==> src/hw/rtl/leaf_bitmap_with_rewind_assert.svh <==
// ----------------------------------------------------------------------------
// Assertion macros for the leaf bitmap
// Concurrent checks that are clocked on i_clk and held off while i_rst_n is low.
// ----------------------------------------------------------------------------
`ifndef LEAF_BITMAP_WITH_REWIND_ASSERT_SVH
`define LEAF_BITMAP_WITH_REWIND_ASSERT_SVH

`ifndef SYNTHESIS

// The condition holds at every clock edge.
`define LBR_ASSERT(label, cond) \
    label: assert property (@(posedge i_clk) disable iff (!i_rst_n) (cond)) \
        else $error("leaf bitmap assertion failed");

// The antecedent implies the consequent in the same cycle.
`define LBR_ASSERT_IMP(label, ante, cons) \
    label: assert property (@(posedge i_clk) disable iff (!i_rst_n) (ante) |-> (cons)) \
        else $error("leaf bitmap assertion failed");

// The antecedent implies the consequent in the next cycle.
`define LBR_ASSERT_NXT(label, ante, cons) \
    label: assert property (@(posedge i_clk) disable iff (!i_rst_n) (ante) |=> (cons)) \
        else $error("leaf bitmap assertion failed");

`else

`define LBR_ASSERT(label, cond)
`define LBR_ASSERT_IMP(label, ante, cons)
`define LBR_ASSERT_NXT(label, ante, cons)

`endif

`endif

==> src/hw/rtl/lbr_pkg.sv <==
// ----------------------------------------------------------------------------
// lbr_pkg
// Shared constants, types and helpers of the leaf bitmap with rewind.
// ----------------------------------------------------------------------------
package lbr_pkg;

    localparam int LEAF_CAPACITY = 4096;
    localparam int IDX_W         = 12;
    localparam int CNT_W         = 13;
    localparam int STORE_BYTES   = (LEAF_CAPACITY + 7) / 8;
    localparam int BYTE_ADDR_W   = $clog2(STORE_BYTES);

    localparam int S_TDATA_W = 32;
    localparam int S_TUSER_W = 2;
    localparam int M_TDATA_W = 24;

    typedef enum logic [1:0] {
        OP_ADD      = 2'd0,
        OP_REMOVE   = 2'd1,
        OP_CONTAINS = 2'd2,
        OP_REWIND   = 2'd3
    } t_op;

    typedef enum logic [2:0] {
        S_INIT,
        S_IDLE,
        S_RMW,
        S_WIPE,
        S_READ
    } t_state;

    typedef struct packed {
        logic                   we;
        logic [BYTE_ADDR_W-1:0] waddr;
        logic [7:0]             wdata;
        logic                   re;
        logic [BYTE_ADDR_W-1:0] raddr;
    } t_mem_req;

    // Leaf 0 of a byte is its most significant bit.
    function automatic logic [7:0] bit_mask(input logic [2:0] pos);
        bit_mask = 8'h80 >> pos;
    endfunction

endpackage

==> src/hw/rtl/lbr_ctrl.sv <==
// ----------------------------------------------------------------------------
// lbr_ctrl
// Sequencer of the leaf bitmap: read-modify-write of one byte per operation,
// byte-wise wipe for rewinds, clearing pass after reset, high-water mark and
// the output register.
// ----------------------------------------------------------------------------
`include "leaf_bitmap_with_rewind_assert.svh"

module lbr_ctrl (
    input  logic                            i_clk,
    input  logic                            i_rst_n,
    input  logic                            s_tvalid,
    output logic                            s_tready,
    input  logic [lbr_pkg::S_TDATA_W-1:0]   s_tdata,
    input  logic [lbr_pkg::S_TUSER_W-1:0]   s_tuser,
    output logic                            m_tvalid,
    input  logic                            m_tready,
    output logic [lbr_pkg::M_TDATA_W-1:0]   m_tdata,
    output logic                            m_tuser,
    output lbr_pkg::t_mem_req               o_mem_req,
    input  logic [7:0]                      i_rd_data
);
    import lbr_pkg::*;

    t_state                 r_state, n_state;
    t_op                    r_op, n_op;
    logic [IDX_W-1:0]       r_idx, n_idx;
    logic [CNT_W-1:0]       r_cnt, n_cnt;
    logic                   r_clr, n_clr;
    logic                   r_err, n_err;
    logic [BYTE_ADDR_W-1:0] r_last, n_last;
    logic [BYTE_ADDR_W-1:0] r_wa, n_wa;
    logic [CNT_W-1:0]       r_mark, n_mark;
    logic                   r_ovld, n_ovld;
    logic                   r_present, n_present;
    logic [7:0]             r_byte, n_byte;
    logic [CNT_W-1:0]       r_omark, n_omark;
    logic                   r_oerr, n_oerr;

    t_op                    in_op;
    logic [IDX_W-1:0]       in_idx;
    logic [CNT_W-1:0]       in_cnt;
    logic                   in_clr;
    logic [CNT_W-1:0]       mark_m1;
    logic [CNT_W-1:0]       idx_ext;
    logic                   idx_bad;
    logic [7:0]             mask;
    logic [7:0]             new_byte;
    logic [BYTE_ADDR_W-1:0] first_byte;
    logic                   out_free;

    assign in_op      = t_op'(s_tuser);
    assign in_idx     = s_tdata[IDX_W-1:0];
    assign in_cnt     = s_tdata[IDX_W +: CNT_W];
    // Only a rewind that lands below the mark has anything to clear.
    assign in_clr     = (in_op == OP_REWIND) && (in_cnt < r_mark);
    assign mark_m1    = r_mark - CNT_W'(1);
    assign idx_ext    = {1'b0, r_idx};
    assign idx_bad    = idx_ext >= CNT_W'(LEAF_CAPACITY);
    assign mask       = bit_mask(r_idx[2:0]);
    assign first_byte = r_cnt[3 +: BYTE_ADDR_W];
    assign out_free   = !r_ovld || m_tready;

    always_comb begin
        unique case (r_op)
            OP_ADD:    new_byte = i_rd_data | mask;
            OP_REMOVE: new_byte = i_rd_data & ~mask;
            default:   new_byte = i_rd_data;
        endcase
    end

    // Next state.
    always_comb begin
        n_state = r_state;
        unique case (r_state)
            S_INIT: begin
                if (r_wa == BYTE_ADDR_W'(STORE_BYTES - 1)) begin
                    n_state = S_IDLE;
                end
            end
            S_IDLE: begin
                if (s_tvalid) begin
                    n_state = S_RMW;
                end
            end
            S_RMW: begin
                if (r_clr) begin
                    n_state = (first_byte == r_last) ? S_READ : S_WIPE;
                end else if (out_free) begin
                    n_state = S_IDLE;
                end
            end
            S_WIPE: begin
                if (r_wa == r_last) begin
                    n_state = S_READ;
                end
            end
            S_READ: begin
                n_state = S_RMW;
            end
        endcase
    end

    // Datapath, memory requests and handshake.
    always_comb begin
        n_op      = r_op;
        n_idx     = r_idx;
        n_cnt     = r_cnt;
        n_clr     = r_clr;
        n_err     = r_err;
        n_last    = r_last;
        n_wa      = r_wa;
        n_mark    = r_mark;
        n_ovld    = r_ovld && !m_tready;
        n_present = r_present;
        n_byte    = r_byte;
        n_omark   = r_omark;
        n_oerr    = r_oerr;
        o_mem_req = '0;
        s_tready  = (r_state == S_IDLE);

        unique case (r_state)
            S_INIT: begin
                o_mem_req.we    = 1'b1;
                o_mem_req.waddr = r_wa;
                o_mem_req.wdata = 8'h00;
                n_wa            = r_wa + BYTE_ADDR_W'(1);
            end
            S_IDLE: begin
                if (s_tvalid) begin
                    n_op   = in_op;
                    n_idx  = in_idx;
                    n_cnt  = in_cnt;
                    n_clr  = in_clr;
                    n_last = mark_m1[3 +: BYTE_ADDR_W];
                    if (in_op == OP_REWIND) begin
                        n_err = in_cnt > CNT_W'(LEAF_CAPACITY);
                    end else begin
                        n_err = {1'b0, in_idx} >= CNT_W'(LEAF_CAPACITY);
                    end
                    o_mem_req.re    = 1'b1;
                    o_mem_req.raddr = in_clr ? in_cnt[3 +: BYTE_ADDR_W]
                                             : in_idx[3 +: BYTE_ADDR_W];
                end
            end
            S_RMW: begin
                if (r_clr) begin
                    // Keep the leaves below the count in the first byte only.
                    o_mem_req.we    = 1'b1;
                    o_mem_req.waddr = first_byte;
                    o_mem_req.wdata = i_rd_data & ~(8'hff >> r_cnt[2:0]);
                    n_wa            = first_byte + BYTE_ADDR_W'(1);
                    n_clr           = 1'b0;
                    n_mark          = r_cnt;
                end else if (out_free) begin
                    o_mem_req.we    = !r_err && ((r_op == OP_ADD) || (r_op == OP_REMOVE));
                    o_mem_req.waddr = r_idx[3 +: BYTE_ADDR_W];
                    o_mem_req.wdata = new_byte;
                    if (!r_err) begin
                        if (r_op == OP_REWIND) begin
                            n_mark = r_cnt;
                        end else if ((r_op == OP_ADD) && (idx_ext >= r_mark)) begin
                            n_mark = idx_ext + CNT_W'(1);
                        end
                    end
                    n_ovld    = 1'b1;
                    n_present = !idx_bad && ((new_byte & mask) != 8'h00);
                    n_byte    = idx_bad ? 8'h00 : new_byte;
                    n_omark   = n_mark;
                    n_oerr    = r_err;
                end
            end
            S_WIPE: begin
                // Every leaf at or above the mark is already clear, so whole bytes go.
                o_mem_req.we    = 1'b1;
                o_mem_req.waddr = r_wa;
                o_mem_req.wdata = 8'h00;
                n_wa            = r_wa + BYTE_ADDR_W'(1);
            end
            S_READ: begin
                o_mem_req.re    = 1'b1;
                o_mem_req.raddr = r_idx[3 +: BYTE_ADDR_W];
            end
        endcase
    end

    always_ff @(posedge i_clk) begin
        if (!i_rst_n) begin
            r_state <= S_INIT;
            r_wa    <= '0;
            r_mark  <= '0;
            r_ovld  <= 1'b0;
            r_clr   <= 1'b0;
        end else begin
            r_state <= n_state;
            r_wa    <= n_wa;
            r_mark  <= n_mark;
            r_ovld  <= n_ovld;
            r_clr   <= n_clr;
        end
    end

    always_ff @(posedge i_clk) begin
        r_op      <= n_op;
        r_idx     <= n_idx;
        r_cnt     <= n_cnt;
        r_err     <= n_err;
        r_last    <= n_last;
        r_present <= n_present;
        r_byte    <= n_byte;
        r_omark   <= n_omark;
        r_oerr    <= n_oerr;
    end

    assign m_tvalid = r_ovld;
    assign m_tdata  = {2'b00, r_omark, r_byte, r_present};
    assign m_tuser  = r_oerr;

    `LBR_ASSERT(a_mark_in_range, r_mark <= CNT_W'(LEAF_CAPACITY))
    `LBR_ASSERT_IMP(a_no_read_on_write, o_mem_req.we, !o_mem_req.re)
    `LBR_ASSERT_NXT(a_accept_to_rmw, s_tvalid && s_tready, r_state == S_RMW)
    `LBR_ASSERT_IMP(a_wipe_in_range, r_state == S_WIPE, r_wa <= r_last)

endmodule

==> config.mk <==
export PLATFORM = sky130hd
export DESIGN_NAME = lbr_ctrl
export DESIGN_NICKNAME = d
export VERILOG_FILES = /design/src/hw/rtl/lbr_pkg.sv /design/src/hw/rtl/lbr_ctrl.sv
export VERILOG_INCLUDE_DIRS = /design/src /design/src/hw/rtl
export SDC_FILE = /design/constraint.sdc
export NUM_CORES = 1
export LEC_CHECK = 0
export ABC_AREA = 1
export BUFFER_PORTS_ARGS = -buffer_cell sky130_fd_sc_hd__buf_4
export CELL_PAD_IN_SITES_DETAIL_PLACEMENT = 1
export CELL_PAD_IN_SITES_GLOBAL_PLACEMENT = 1
export CORE_ASPECT_RATIO = 1.5
export CORE_MARGIN = 4
export CORE_UTILIZATION = 42
export DETAILED_ROUTE_END_ITERATION = 7
export PLACE_DENSITY_LB_ADDON = 0.1
export SLEW_MARGIN = 20
export SYNTH_ARGS = -nofsm -noshare
export SYNTH_HDL_FRONTEND = slang
export SYNTH_SLANG_ARGS = --single-unit
==> constraint.sdc <==
create_clock -name i_clk -period 3.3 [get_ports i_clk]
set_input_delay 0.495 -clock i_clk [delete_from_list [all_inputs] [get_ports i_clk]]
set_output_delay 0.495 -clock i_clk [all_outputs]
set_load 0.005 [all_outputs]
After elaboration in Yosys (flattened, before gate mapping)
Index checks and enable logic that the tools add are counted.
{"block": "word_totals", "wordCells": 96, "output_inout_bits": 55, "register_bits": 87, "input_bits": 46}
{"block": "op_classes", "order_cmp": 4, "n_addsub": 4, "reduce_logical": 24, "eq_ne": 15, "shifts": 2, "mux": 26, "n_bitwise": 7}
{"cell": "$mux 13", "n": 5}
{"cell": "$mux 18", "n": 2}
{"cell": "$pmux 18 s2", "n": 1}
{"cell": "$and 8x8->8", "n": 3}
{"cell": "$pmux 10 s2", "n": 1}
{"cell": "$add 9x1->9 const B", "n": 2}
{"cell": "$eq 9x9->1", "n": 2}
{"cell": "$mux 3", "n": 6}
{"cell": "$mux 9", "n": 2}
{"cell": "$pmux 9 s2", "n": 1}
{"cell": "$not 8->8", "n": 2}
{"cell": "$pmux 8 s2", "n": 1}
{"cell": "$shr 8x3->8 const A", "n": 2}
{"cell": "$pmux 3 s5", "n": 1}
{"cell": "$add 12x1->13 const B", "n": 1}
{"cell": "$ge 12x13->1", "n": 1}
{"cell": "$ge 12x13->1 const B", "n": 1}
{"cell": "$gt 13x13->1 const B", "n": 1}
{"cell": "$lt 13x13->1", "n": 1}
{"cell": "$sub 12x1->12 const B", "n": 1}
{"cell": "$mux 10", "n": 1}
{"cell": "$eq 9x9->1 const B", "n": 1}
{"cell": "$ne 2x2->1 const B", "n": 4}
{"cell": "$or 8x8->8", "n": 1}
{"cell": "other kinds (20)", "n": 38}

Longest topological paths before layout
{"block": "depth", "ltp_word": 7, "depth_mapped": 19, "depth_no_buf": 18}

Least setup slack after synthesis
No wires, ideal clock.
{"block": "synth_path", "kind": "flip-flop to output port", "start": "reg r_state[2]", "end": "out o_mem_req[0] in the netlist's numbering", "t_arrival_ns": 2.352, "n_path_buf": 1, "setup_slack_ns": 0.453, "required_time_ns": 2.805, "path_stages_with_launch": 9, "cell_sequence": "dfxtp_1 inv_1 nand3_1 inv_1 nand2_1 inv_1 clkbuf_1 o21ai_0 o22ai_1"}
{"item": "start, declared", "line_no": "lbr_ctrl.sv:25", "rtl": "t_state r_state, n_state;"}
{"item": "start signal, assigned", "line_no": "lbr_ctrl.sv:195", "rtl": "r_state <= n_state;"}
{"item": "end, declared", "line_no": "lbr_ctrl.sv:20", "rtl": "output lbr_pkg::t_mem_req o_mem_req,"}

==> results.tsv <==
stage	metric	value	unit
setup_path	worstPathCellList	inv_1 -> ha_1 -> nand4_1 -> o221ai_1 -> nand3_1 -> nand3_1 -> inv_1 -> o21ai_0 -> o22ai_1 -> buf_4	
synthesis	seq_area_frac_synth	0.410	
synthesis	syn_avg_cell_area	7.84	um2
final_layout	layout-drive-gt1-share	0.186	
floorplan	start_util	0.435	
grt	grt_antenna_before_repair	0	
synthesis	synthDistinctLibCells	43	
final_layout	syn2layout_area_growth	20.2	%
final_layout	fill_cells	1661	
flow_run	drv_cap	0	
timing	tightest_slew	822	ps
grt	grt-ovfl-total	0	
timing	rsz0062_at_grt	no	
detailed_routing	drtPass1Iterations	5	
status	status	finished, final reports clean	
synthesis	synth-edff-count	60	
floorplan	fp.dieH	151	um
synthesis	synth_top_area_frac	0.315	
final_layout	finish.net_count	896	
clock_network	insertion_delay	340	ps
synthesis	syn_inst	729	
floorplan	dieArea	15600	um2
timing	fin_crit_sh	0.893	
grt	grtUsageTotal	0.262	
clock_network	cts_tree	done	
floorplan	num_rows	51	
setup_path	crit_buf_inv	3	
synthesis	synth_seq_cells	87	
timing	final.setup.tns	0	ps
clock_network	ctsHtreeMaxLevel	3	
detailed_routing	routed_via_density	5.67	
setup_path	critPathMaxStageDelay	430	ps
clock_network	cts.sinks	87	
timing	finClkSkew	5.06	ps
floorplan	dieWidth	103	um
grt	grt_max_degree	23	
detailed_routing	post_drt_wl_per_cell	19.9	um
clock_network	cts_hold_repair.buffers	0	
synthesis	synthTopCellsByArea	edfxtp_1, nand2_1, dfxtp_1	
timing	setup_violations	0	
synthesis	synthTopCellsByCount	nand2_1, inv_1, edfxtp_1, nor2_1, a21oi_1	
timing	hold_viol_final	0	
setup_path	crit_path_max_fanout	9	
power	power.density	340	nW/um2
setup_path	cp.arrival	2450	ps
placed_design	dp_hpwl	15900	um
synthesis	syn_area	5710	um2
clock_network	cts_made_buffers	9	
placed_design	portBuffers	91	
clock_network	cts.clk_slew.worst_paths	70	ps
clock_network	clock_path_buffers	2	
synthesis	yosys_warnings	0	
setup_path	cp_top_family	compound AO/OA/AOI/OAI gates	
final_layout	finalNonFillerCells	983	
synthesis	async_flop_share	0	
synthesis	post-synth-top-count-cell	nand2_1	
worst_hold_path	holdCritPathClass	input pin to flip-flop	
detailed_routing	drtIter0Drc	245	
detailed_routing	drtAntennaViolNets	0	
grt	grt_pass1_wl	31100	um
detailed_routing	wirelength	19600	um
setup_path	critPathRequiredTime	2800	ps
floorplan	core	13100	um2
detailed_routing	drc	0	
power	ir_drop	0.202	mV
timing	fin_crit	2950	ps
floorplan	pin_count	101	
synthesis	yosys.area.top_type	edfxtp_1	
setup_path	worstSetupPathType	flip-flop to output pin	
setup_path	cp_slowest_cell	dfxtp_1	
detailed_routing	via_count	5574	
timing	fmax	339	MHz
synthesis	synth_flop_cell	edfxtp_1	
setup_path	critPathCaptureType	output pin	
setup_path	start_kind	flip-flop	
clock_network	clk_root_buffer_cell	clkbuf_16	
placed_design	dp_cells	967	
grt	grt_pass1_vias	5944	
placed_design	gp_congestion	0.894	
power	p_leak	3.07	nW
timing	slew_violations	0	
final_layout	num_antenna_cells	0	
timing	slew_headroom	0.452	
layer usage:
metal / global-route usage / vias to the layer above / routed length [um]
met5: 0 / - / 0
met4: 0.0972 / 0 / 582
met3: 0.0313 / 39 / 665
met2: 0.487 / 135 / 10600
met1: 0.301 / 2769 / 7800
li1: - / 2631 / -
flip-flops by register name, indices dropped and copies added, names as in the netlist, 2 cells and up:
register  flops
r_idx        12
r_state       3
r_op          2
r_last        9
r_wa          9
r_mark       13
r_byte        8
r_cnt        13
r_omark      13
placed cells by master (no fill, tap or decap), types with 4 or more instances in the layout:
| cell | n |
|---|---|
| nor3_1 | 7 |
| nand2_1 | 160 |
| buf_4 | 104 |
| o32ai_1 | 4 |
| o21ai_0 | 46 |
| nand3_1 | 44 |
| nand4_1 | 8 |
| nand2_2 | 5 |
| nor2_1 | 57 |
| o22ai_1 | 10 |
| o21ai_2 | 11 |
| nor4_1 | 6 |
| a21oi_1 | 57 |
| inv_1 | 97 |
| nor2_4 | 4 |
| clkbuf_16 | 9 |
| edfxtp_1 | 60 |
| nor2_2 | 4 |
| a32o_1 | 4 |
| o211ai_1 | 8 |
| dfxtp_1 | 27 |
| ha_1 | 31 |
| xor2_1 | 24 |
per-stage QoR:
step | total power [mW] | util | hold slack [ps] | setup slack (ps) | instance area, um2
after global routing | 2.41 | 0.523 | 317 | 210 | 6870
final | 2.33 | 0.523 | 330 | 353 | 6870
after global placement | 1.30 | 0.500 | 480 | 685 | 6570
after detailed placement | 1.31 | 0.500 | 505 | 551 | 6570
after floorplan | 1.24 | - | 424 | 453 | 5720
after CTS | 2.35 | 0.522 | 318 | 174 | 6870
timing repair:
item                       4_1_cts  5_1_grt
buffers inserted                 0        0
gates resized for setup          0        1
setup endpoints to repair        0        1
final timing paths:
check                                 from            to  slack (ps)  depth (start not counted)
worst min-delay path            s_tdata[2]      r_idx[2]         330                          1
worst max register to register   r_mark[9]    r_omark[1]         750                         13
worst max-delay path             r_mark[3]  o_mem_req[5]         350                         10
worst min register to register  r_mark[12]    r_mark[12]         520                          2
cells by family after synthesis:
logic type      synth area share
xor+xnor                  0.0399
buf+inv                   0.0900
compound gates             0.157
flops                      0.410
mux                      0.00526
fa+ha+maj                 0.0679
other cells             0.000656
simple gates               0.230
report_power, final:
group          leakage, nW  switching (mW)  internal [mW]
combinational         2.18          0.0658         0.0562
clock                0.135           0.458          0.587
sequential           0.756         0.00426           1.16
total                 3.07           0.528           1.80
final cells by class:
cell class,instances,area [um2],area share
clock buffers,9,225,0.0328
clock inverters,7,73.8,0.0107
inverters,102,385,0.0561
multi-input cells,515,2860,0.417
flip-flops and latches,87,2340,0.341
well taps,159,199,0.0290
repair buffers,104,781,0.114
Power figures use the tool's default switching activity.
